### src/design/assert_macros.svh
// Assertion macros shared by the design files.
`ifndef ASSERT_MACROS_SVH
`define ASSERT_MACROS_SVH

// Check that an expression holds at every clock edge outside reset.
`define ASSERT_ALWAYS(label, clk, rst_n, expr, msg) \
    label: assert property (@(posedge clk) disable iff (!rst_n) (expr)) \
        else $error(msg);

// Check that a consequent holds in the same cycle as its antecedent.
`define ASSERT_IMPLIES(label, clk, rst_n, ante, cons, msg) \
    label: assert property (@(posedge clk) disable iff (!rst_n) (ante) |-> (cons)) \
        else $error(msg);

`endif

### src/design/dscmp_ram.sv
// Generic RAM: one write port, two read ports with registered read data.
`default_nettype none

module dscmp_ram #(
    parameter int WIDTH = 32,
    parameter int DEPTH = 64
) (
    input  wire logic                     clk,
    input  wire logic                     wr_en,
    input  wire logic [$clog2(DEPTH)-1:0] wr_addr,
    input  wire logic [WIDTH-1:0]         wr_data,
    input  wire logic [$clog2(DEPTH)-1:0] rd_addr_a,
    input  wire logic [$clog2(DEPTH)-1:0] rd_addr_b,
    output logic      [WIDTH-1:0]         rd_data_a,
    output logic      [WIDTH-1:0]         rd_data_b
);

    logic [WIDTH-1:0] mem [DEPTH];

    // Write one entry
    always_ff @(posedge clk)
    begin
        if (wr_en)
        begin
            mem[wr_addr] <= wr_data;
        end
    end

    // Register both read ports
    always_ff @(posedge clk)
    begin
        rd_data_a <= mem[rd_addr_a];
        rd_data_b <= mem[rd_addr_b];
    end

endmodule

`default_nettype wire

### config.mk
export PLATFORM = sky130hd
export DESIGN_NAME = dscmp_ram
export DESIGN_NICKNAME = d
export VERILOG_FILES = /design/src/design/assert_macros.svh /design/src/design/dscmp_ram.sv
export SDC_FILE = /design/constraint.sdc
export NUM_CORES = 2
export LEC_CHECK = 0
export BUFFER_PORTS_ARGS = -buffer_cell sky130_fd_sc_hd__buf_2
export CAP_MARGIN = 20
export CORE_MARGIN = 5
export CORE_UTILIZATION = 33
export DETAILED_ROUTE_END_ITERATION = 6
export PLACE_DENSITY = 0.44
export SLEW_MARGIN = 20
export SYNTH_ARGS = -nofsm -noshare
export SYNTH_HDL_FRONTEND = slang
export SYNTH_SLANG_ARGS = --single-unit
### constraint.sdc
create_clock -name clk -period 5.35 [get_ports clk]
set_clock_uncertainty 0.2 [all_clocks]
set_input_delay 0.535 -clock clk [delete_from_list [all_inputs] [get_ports clk]]
set_output_delay 0.535 -clock clk [all_outputs]
set_load 0.02 [all_outputs]
==> out/results.ini <==
[drt]
routed_wl_um=348000
drtIter0Drc=5993
drc=0
viasPerCell=6.02
antenna_left=0
drtPass1Iterations=5
post_drt_wl_per_cell_um=40.1
num_vias=52100

[synth]
ys.flop_type=edfxtp_1
synth-seq-cells=2112
synth_most_common_cell=edfxtp_1
synthTopCellsByArea=edfxtp_1 (64%), mux4_2 (26%), mux2i_1 (2.1%)
synth_cells=4412
async_flop_share_pct=0
synth_warnings=0
synth_compound_area_share_pct=2.39
netlist_area_mm2=0.0957
synth.avg_cell_area_um2=21.7
ys_types=38
post_synth_fa_ha_maj_area_fraction_pct=0
synth.net_count=4464
synth_enable_flop_cells=2048
synth_mux_area_share_pct=29.0
synth_top_family_by_area=multiplexers
synth_top_cell_by_area=edfxtp_1
synth_common_cells=edfxtp_1 (2048), mux4_2 (1124), mux2i_1 (204)
ys_seq_area_share_pct=65.6
synth-simple-area-share_pct=1.13
synth_top_area_share_pct=64.3
synth-xor-area-share_pct=0

[pwr]
power_mw=38.3
p_int_mw=29.5
p_sw_mw=8.85
switching_share_pct=23.1
clkPwrFrac_pct=43.5
irDropWorstVdd_mv=0.282
p_seq_share_pct=48.1
pwr-share-comb_pct=8.3
p_leak_nw=34.4
power_density_mw_per_mm2=347

[sta]
maxSlewHeadroom_pct=21.4
rsz0062_at_grt=false
drv_slew=0
tightest_slew_ns=1.18
setup_viol=0
setup-tns-final_ns=0
final.period_utilization_pct=66.2
fin_crit_ns=3.54
max_freq_mhz=282
hold_viol_final=0

[worst_setup_path]
start_kind=primary input
critPathKind=primary input to register
path_max_fanout=31
cp_top_family=compound AO/OA/AOI/OAI gates
cp_slowest_cell=and2_1
arrival_ns=4.07
cp-end-kind=register
crit_top_cell=buf_4
cp_num_buf_inv=3
critPathMaxStageDelay_ns=0.84
required_ns=5.87
worstPathCellList=dlygate4sd3_1 > buf_4 > buf_4 > and2_1 > a21oi_1 > a221oi_1 > a211oi_1

[layout]
syn2layout_area_growth_pct=15.4
fin_area_mm2=0.110
fin_cells=8661
drive_gt1_share_pct=39.9
fin_nets=4730

[cts]
cts-htree-levels=4
root_buffer=clkbuf_16
cts_sinks=2112
clkSlewWorstSetupHoldPaths_ns=0.06
cts-buffers-inserted=243
cts_setup_buffers=0
worstSkewPairLatency_ns=0.90
clock_path_buffers=4
tritoncts=done

[floorplanning]
start_util_pct=33.2
fp.coreArea_mm2=0.288
die_w_um=548
num_rows=197
dieArea_mm2=0.301
die_h_um=548
ios=116

[global_routing]
grtUsageTotal_pct=22.8
grt_max_degree=106
first_global_vias=53300
grt_overflow=0
grt_pass1_wl_um=473000
antenna_found_initial=40

[placement]
numPortBuffers=115
place_area_mm2=0.102
dpl.cell_count=8207
place_congestion=0.774
hpwl_um=201000

[outcome]
outcome=finished, final reports clean

[hold_path]
hold_path.class=primary input to register

[job]
maxCapViolCount=0

==> worst register-to-register path, cell delays in order (launching register included) <==
cell and delay [ns]:
edfxtp_1 0.40, mux4_2 0.46, mux2i_1 0.33, a21oi_1 0.28
a221oi_1 0.81, a211oi_1 0.13
==> layer usage <==
layer	global-route usage, %	up-vias	share of wire [%]	wire length, um
met5	0	-	0.022	76
met4	5.65	10	2.7	9230
met3	3.64	459	7.0	24500
met2	36.1	2174	47	163000
met1	33.1	29400	43	151000
li1	-	20100	-	-
==> kinds of logic (layout without fill, tap and decap cells) <==
kind of cell / count (synthesis) / in the layout
compound gates: 340 / 340
buf+inv: 348 / 806
flops: 2112 / 2112
mux: 1364 / 1364
other cells: 0 / 10
simple gates: 248 / 248
==> cells in the final DEF, fill, tap and decap left out, types with 7 or more instances in the layout <==
cell type   count
a221oi_1       13
nand2b_1        7
o21ai_0        18
bufinv_16      29
clkbuf_16     245
o221ai_1       16
mux4_2       1124
nor2b_1        14
nand2_1        91
a211oi_1       15
buf_12         55
mux2i_1       204
a22oi_1        85
o22ai_1        56
a32oi_1         9
clkinv_2       38
a21oi_1        58
nand3_1         9
nor2_4         63
dfxtp_1        64
edfxtp_1     2048
clkbuf_8       15
nor2_1         29
diode_2        10
o21ai_1        31
clkinv_1       43
clkbuf_1       57
buf_2          94
o32a_1          9
mux2_2         36
buf_4         202
o211ai_1       27
clkinvlp_4      7
==> sequential cells by signal, summed over array words and instances (netlist names) <==
| signal | cells |
|---|---|
| rd_data_b | 32 |
| rd_data_a | 32 |
| mem | 2048 |
==> power groups by stage <==
stage	clock network, mW	logic (mW)	registers [mW]
5_1_grt	17.8	3.35	18.5
4_1_cts	17.0	3.22	18.5
3_3_place_gp	0	3.21	18.8
2_1_floorplan	0	1.75	18.8
3_5_place_dp	0	3.21	18.8
6_report	16.7	3.19	18.5
==> final timing paths <==
check	from	to	slack, ns	cells after the start
max reg2reg	mem[58][17]	rd_data_a[17]	2.58	5
min	wr_data[9]	mem[16][9]	0.01	1
min reg2reg	mem[10][14]	rd_data_a[14]	0.70	5
max	rd_addr_a[5]	rd_data_a[17]	1.81	7
==> area by class of cell <==
class / count / area (um^2)
timing repair buffer: 368 / 3310
antenna: 10 / 25.0
tap: 3781 / 4730
clock inverter: 120 / 1300
fill: 25900 / 178000
clock buffer: 317 / 6550
sequential: 2112 / 62800
inverter: 1 / 3.75
multi-input combinational: 1952 / 31700
==> stage by stage <==
step,util [%],setup WS [ns],hold WS (ns)
after floorplan,-,1.42,0.434
after global placement,35.5,1.10,0.702
after detailed placement,35.5,1.10,0.694
after CTS,38.2,1.91,0.00647
after global routing,38.3,1.81,-0.0000898
final,38.3,1.81,0.0119
==> repair_timing <==
| item | CTS | global route |
|---|---|---|
| resized for setup | 0 | 0 |
| hold buffers | 5 | 1 |
| endpoints found under the hold margin | 28 | 9 |
No activity file was read; power rests on OpenSTA's default activity.
