==> config.mk <==
export PLATFORM = sky130hd
export DESIGN_NAME = dscmp_mulmod
export DESIGN_NICKNAME = d
export VERILOG_FILES = /design/src/design/dscmp_pkg.sv /design/src/design/dscmp_mulmod.sv
export VERILOG_INCLUDE_DIRS = /design/src /design/src/design
export SDC_FILE = /design/constraint.sdc
export NUM_CORES = 2
export LEC_CHECK = 0
export BUFFER_PORTS_ARGS = -buffer_cell sky130_fd_sc_hd__buf_4
export CAP_MARGIN = 10
export CELL_PAD_IN_SITES_DETAIL_PLACEMENT = 0
export CELL_PAD_IN_SITES_GLOBAL_PLACEMENT = 1
export CORE_MARGIN = 5
export CORE_UTILIZATION = 35
export DETAILED_ROUTE_END_ITERATION = 16
export GPL_TIMING_DRIVEN = 0
export PLACE_DENSITY_LB_ADDON = 0.1
export SYNTH_ARGS = -nofsm -noshare
export SYNTH_HDL_FRONTEND = slang
export SYNTH_SLANG_ARGS = --single-unit
export TNS_END_PERCENT = 20
==> constraint.sdc <==
create_clock -name clk -period 20.2 [get_ports clk]
set_input_delay 3.03 -clock clk [delete_from_list [all_inputs] [get_ports clk]]
set_output_delay 3.03 -clock clk [all_outputs]
set_load 0.03 [all_outputs]
==> src/design/assert_macros.svh <==
// Assertion macros shared by the design files.
`ifndef ASSERT_MACROS_SVH
`define ASSERT_MACROS_SVH

// Check that an expression holds at every clock edge outside reset.
`define ASSERT_ALWAYS(label, clk, rst_n, expr, msg) \
    label: assert property (@(posedge clk) disable iff (!rst_n) (expr)) \
        else $error(msg);

// Check that a consequent holds in the same cycle as its antecedent.
`define ASSERT_IMPLIES(label, clk, rst_n, ante, cons, msg) \
    label: assert property (@(posedge clk) disable iff (!rst_n) (ante) |-> (cons)) \
        else $error(msg);

`endif

==> src/design/dscmp_pkg.sv <==
// Package: constants, types and helper functions of the dice sum counter.
`default_nettype none

package dscmp_pkg;

    // Recurrence order (die faces) and width of the target sum
    localparam int ORDER    = 6;
    localparam int SUM_BITS = 60;

    // Residue width and modulus
    localparam int VAL_W  = 30;
    localparam int PROD_W = 2 * VAL_W;
    localparam int RED_W  = VAL_W + 2;

    localparam logic [VAL_W-1:0] WAY_MOD    = 30'd1000000007;
    localparam logic [RED_W-1:0] WAY_MOD_X2 = {1'b0, WAY_MOD, 1'b0};

    // Barrett constant floor(2^PROD_W / WAY_MOD)
    localparam logic [VAL_W:0] BARRETT_MU =
        (VAL_W + 1)'((64'd1 << PROD_W) / 64'(WAY_MOD));

    // Matrix storage: three slots of ORDER x ORDER entries
    localparam int IDX_W      = $clog2(ORDER);
    localparam int MAT_SIZE   = ORDER * ORDER;
    localparam int SLOT_COUNT = 3;
    localparam int SLOT_W     = 2;
    localparam int MEM_DEPTH  = SLOT_COUNT * MAT_SIZE;
    localparam int ADDR_W     = $clog2(MEM_DEPTH);

    typedef logic [VAL_W-1:0]    val_t;
    typedef logic [IDX_W-1:0]    idx_t;
    typedef logic [SLOT_W-1:0]   slot_t;
    typedef logic [ADDR_W-1:0]   addr_t;
    typedef logic [SUM_BITS-1:0] sum_t;

    localparam idx_t IDX_LAST = IDX_W'(ORDER - 1);

    // Slot roles after setup
    localparam slot_t SLOT_ACC_INIT  = 2'd0;
    localparam slot_t SLOT_BASE_INIT = 2'd1;
    localparam slot_t SLOT_FREE_INIT = 2'd2;

    // Memory address of one matrix entry
    function automatic addr_t mat_addr(slot_t slot, idx_t row, idx_t col);
        int a;
        a = int'(slot) * MAT_SIZE + int'(row) * ORDER + int'(col);
        return ADDR_W'(a);
    endfunction

    // Seed entry f(idx + 1) = 2^idx, always below the modulus for ORDER <= 8
    function automatic val_t seed_val(idx_t idx);
        return val_t'(1) << idx;
    endfunction

endpackage

`default_nettype wire

==> src/design/dscmp_mulmod.sv <==
// Pipelined modular multiplier: one product a*b mod WAY_MOD per cycle, five stages.
`default_nettype none
`include "assert_macros.svh"

module dscmp_mulmod (
    input  wire logic            clk,
    input  wire logic            rst_n,
    input  wire logic            in_valid,
    input  wire dscmp_pkg::val_t a,
    input  wire dscmp_pkg::val_t b,
    output logic                 out_valid,
    output dscmp_pkg::val_t      r
);
    import dscmp_pkg::*;

    logic               valid1_reg, valid2_reg, valid3_reg, valid4_reg, valid5_reg;
    logic [PROD_W-1:0]  prod1_reg;
    logic [PROD_W:0]    himu2_reg;
    logic [RED_W-1:0]   lo2_reg;
    logic [RED_W-1:0]   rem3_reg;
    logic [VAL_W:0]     rem4_reg;
    val_t               r5_reg;

    logic [PROD_W:0]    himu_next;
    logic [VAL_W-1:0]   quot;
    logic [PROD_W-1:0]  qm_full;
    logic [RED_W-1:0]   rem3_next;
    logic [VAL_W:0]     rem4_next;
    val_t               r5_next;

    // Estimate the quotient from the high half of the product
    assign himu_next = (PROD_W + 1)'(prod1_reg[PROD_W-1:VAL_W]) * (PROD_W + 1)'(BARRETT_MU);
    assign quot      = himu2_reg[PROD_W-1:VAL_W];
    assign qm_full   = PROD_W'(quot) * PROD_W'(WAY_MOD);

    // Remainder stays below four moduli, so 32 low bits suffice
    assign rem3_next = lo2_reg - qm_full[RED_W-1:0];

    // Fold the remainder down in two compare-subtract steps
    assign rem4_next = (rem3_reg >= WAY_MOD_X2) ? (VAL_W + 1)'(rem3_reg - WAY_MOD_X2)
                                                : (VAL_W + 1)'(rem3_reg);
    assign r5_next   = (rem4_reg >= {1'b0, WAY_MOD}) ? val_t'(rem4_reg - {1'b0, WAY_MOD})
                                                     : val_t'(rem4_reg);

    // Advance the valid flags
    always_ff @(posedge clk or negedge rst_n)
    begin
        if (!rst_n)
        begin
            valid1_reg <= 1'b0;
            valid2_reg <= 1'b0;
            valid3_reg <= 1'b0;
            valid4_reg <= 1'b0;
            valid5_reg <= 1'b0;
        end
        else
        begin
            valid1_reg <= in_valid;
            valid2_reg <= valid1_reg;
            valid3_reg <= valid2_reg;
            valid4_reg <= valid3_reg;
            valid5_reg <= valid4_reg;
        end
    end

    // Advance the data stages
    always_ff @(posedge clk)
    begin
        prod1_reg <= PROD_W'(a) * PROD_W'(b);
        himu2_reg <= himu_next;
        lo2_reg   <= prod1_reg[RED_W-1:0];
        rem3_reg  <= rem3_next;
        rem4_reg  <= rem4_next;
        r5_reg    <= r5_next;
    end

    assign out_valid = valid5_reg;
    assign r         = r5_reg;

    `ASSERT_IMPLIES(a_first_fold_range, clk, rst_n, valid4_reg, rem4_reg < WAY_MOD_X2, "quotient estimate off by more than three")
    `ASSERT_IMPLIES(a_result_reduced, clk, rst_n, out_valid, r < WAY_MOD, "product not fully reduced")

endmodule

`default_nettype wire

==> results.md <==
- Detail Placement HPWL: 155,400 um
- Period minus WS final: 11.12 ns
- Final Max Slew Viols: 0
- Vias in the first global route: around 42,000
- Post-Place Cell Area: about 60,000 um2
- FMAX: approximately 90 MHz
- GRT Total Usage: 21.88%
- Final setup viols: 0
- Final hold violation count: 0
- Area leader, netlist: fa_1
- CTS max path bufs: 3
- Detailed Routing Iterations Pass 1: 5
- DP Cell Count: 8,071
- Layout cells sized above 1: 1.981%
- Worst clock skew: roughly 0.034 ns
- Syn_nets: around 8,000
- Pin count of the biggest net entering global routing: 15
- Worst EP required: 20.67 ns
- Post-synth ARST share: about 2.3%
- Post-route cell area: around 61,000 um2
- Worst slew margin: under 10%
- Post-CTS Resized: 0
- Area grow syn2layout: 6.820%
- Max-cap violations: 0
- Worst EP arrival: approximately 12 ns
- # port buffers: 33
- Fin cells: between 8,000 and 9,000
- Initial Util: 35.27%
- Post-CTS Setup Bufs: 0
- TritonCTS buffer count: 25
- Main flop type after synthesis: dfxtp_1
- CTS tree: done
- First-pass GRT wire length: roughly 270,000 um
- Unique masters post-synth: 77
- Die ar.: roughly 170,000 um2
- CTS Hold Bufs: 0
- Cells after synthesis: 5,877
- Wirelength per Cell: roughly 22 um
- Final nets: approximately 8,000
- # DRC: 0
- RSZ-0062 raised after global routing: no
- Yosys top cell area share: approximately 44%
- I/O pin total: between 90 and 100
- Crit-path max FO: 11
- Register area share after synthesis: under 10%
- Initial drt markers: 1,946
- Congestion Overflow GR: 0
- Die Ht: roughly 410 um
- Chip width: approximately 410 um
- Seq cells post-synth: between 200 and 250
- Via/cell ratio: ~4.7
- Crit Path Class: input pin to register
- Startpoint types: input pin
- Clock Pin Slew Worst Setup and Hold Paths: roughly 0.06 ns
- Skew-Pair Late Insertion Delay: between 0.5 and 0.6 ns
- Initial antenna violation count: 15
- Routed Antenna Nets: 0
- Post-synth top cells: 1,567 x inv_1, 1,247 x fa_1, 778 x ha_1
- Cell area after synthesis: 56,690 um2
- Detailed-route via count: roughly 38,000
- Synth top area cells: fa_1 44%, ha_1 17%, inv_1 10%
- Core Rows: 147
- Status: complete, no violations
- Synth warnings: 0
- Count leader, synth: inv_1
- Clock tree sinks: 220
- EDFF count, synth: 0
- GP Congestion: 0.8908
- Setup tns final: 0 ns
- Fin crit share: between 50% and 60%
- Post-Route WL: 182,000 um
- Crit path capture type: register
- Root Buffer: clkbuf_16
- Avg Cell Area, Syn: between 9 and 10 um2
- Worst slew pin tran: 1.370 ns
- Hold Path Class: register to register
- H-Tree Depth: 1
- Core region area: approximately 160,000 um2
- Max reg flops: 60
cell families after synthesis:
family	count (synthesis)	synth area share, %
buffers and inverters	1763	11.70
xor gates and xnor gates	191	2.951
and+or+nand+nor	1256	11.41
AOI/OAI and AO/OA	419	4.867
DFF	220	7.813
adders and majority gates	2026	61.22
muxes	2	0.03972
placed cells by master, fill, tap and decap left out, drive strengths merged, types with 5 or more instances in the layout:
cell type  count
nand2b        21
o211ai        19
clkinvlp       6
a21o          66
a211oi        22
clkbuf       217
nand4         12
buf           42
fa          1247
o21bai        14
o31ai          6
a31oi         19
o21ai         93
nor2b         11
nand2        475
nand3b         5
inv         1570
a221oi         5
a21oi        111
dfxtp        215
and2         524
and3          21
nor3          27
dfrtp          5
xnor2        142
ha           778
nand3         38
nor2          82
xor2          49
diode          7
or2            7
and4          10
o21a          16
metal layers:
metal  vias up  GRT usage (%)  share of wire (%)
li1      17580              -                  -
met1     19360          30.70                 46
met2       805          36.54                 47
met3       149          1.998                4.1
met4         2          5.401                2.8
met5         -              0             0.0038
critical path: stages:
cell and delay [ns]:
clkbuf_1 0.80, and2_1 0.27, fa_1 0.45, fa_1 0.46, fa_1 0.55, inv_1 0.06
fa_1 0.49, inv_1 0.06, fa_1 0.49, inv_1 0.05, fa_1 0.53, inv_1 0.05
fa_1 0.47, inv_1 0.05, fa_1 0.52, inv_1 0.06, ha_1 0.35, nand3_1 0.21
o21ai_0 0.46, a221oi_2 0.19, a31oi_1 0.70, nand4_1 0.31, a211oi_1 0.42, o31ai_1 0.13
a31oi_1 0.27, xnor2_1 0.16
layout make-up:
type	instances	area, um2
clock buffer	29	660.6
antenna	7	17.52
fill	16560	100200
clock inverter	17	222.7
buffer	196	750.7
tap	2160	2703
inverter	1567	5882
multi-input combinational	3894	45630
timing repair buffer	34	262.8
sequential	220	4429
path summary, 6_finish.rpt:
check / startpoint / cells past startpoint / slack [ns] / to
hold reg to reg: prod1_reg[22] / 0 / 0.32 / lo2_reg[22]
setup reg to reg: prod1_reg[57] / 23 / 12.49 / himu2_reg[59]
setup / recovery: a[11] / 26 / 9.08 / prod1_reg[59]
hold / removal: prod1_reg[22] / 0 / 0.32 / lo2_reg[22]
min in group asynchronous: rst_n / 1 / 2.25 / valid4_reg
max in group asynchronous: rst_n / 1 / 17.84 / out_valid
through the flow:
| stage | setup slack (ns) | util, % | hold slack [ns] |
|---|---|---|---|
| finish | 9.081 | 37.67 | 0.3156 |
| global route | 8.651 | 37.66 | 0.3203 |
| CTS | 8.964 | 37.66 | 0.3159 |
| detailed placement | 8.391 | 37.11 | 0.3121 |
| global placement | 8.412 | 37.10 | 0.3119 |
| floorplan | 10.32 | - | 0.3096 |
Power is left out: the tool's default activity adds up to more than one toggle a clock period on the data nets, which glitch-free logic cannot reach.
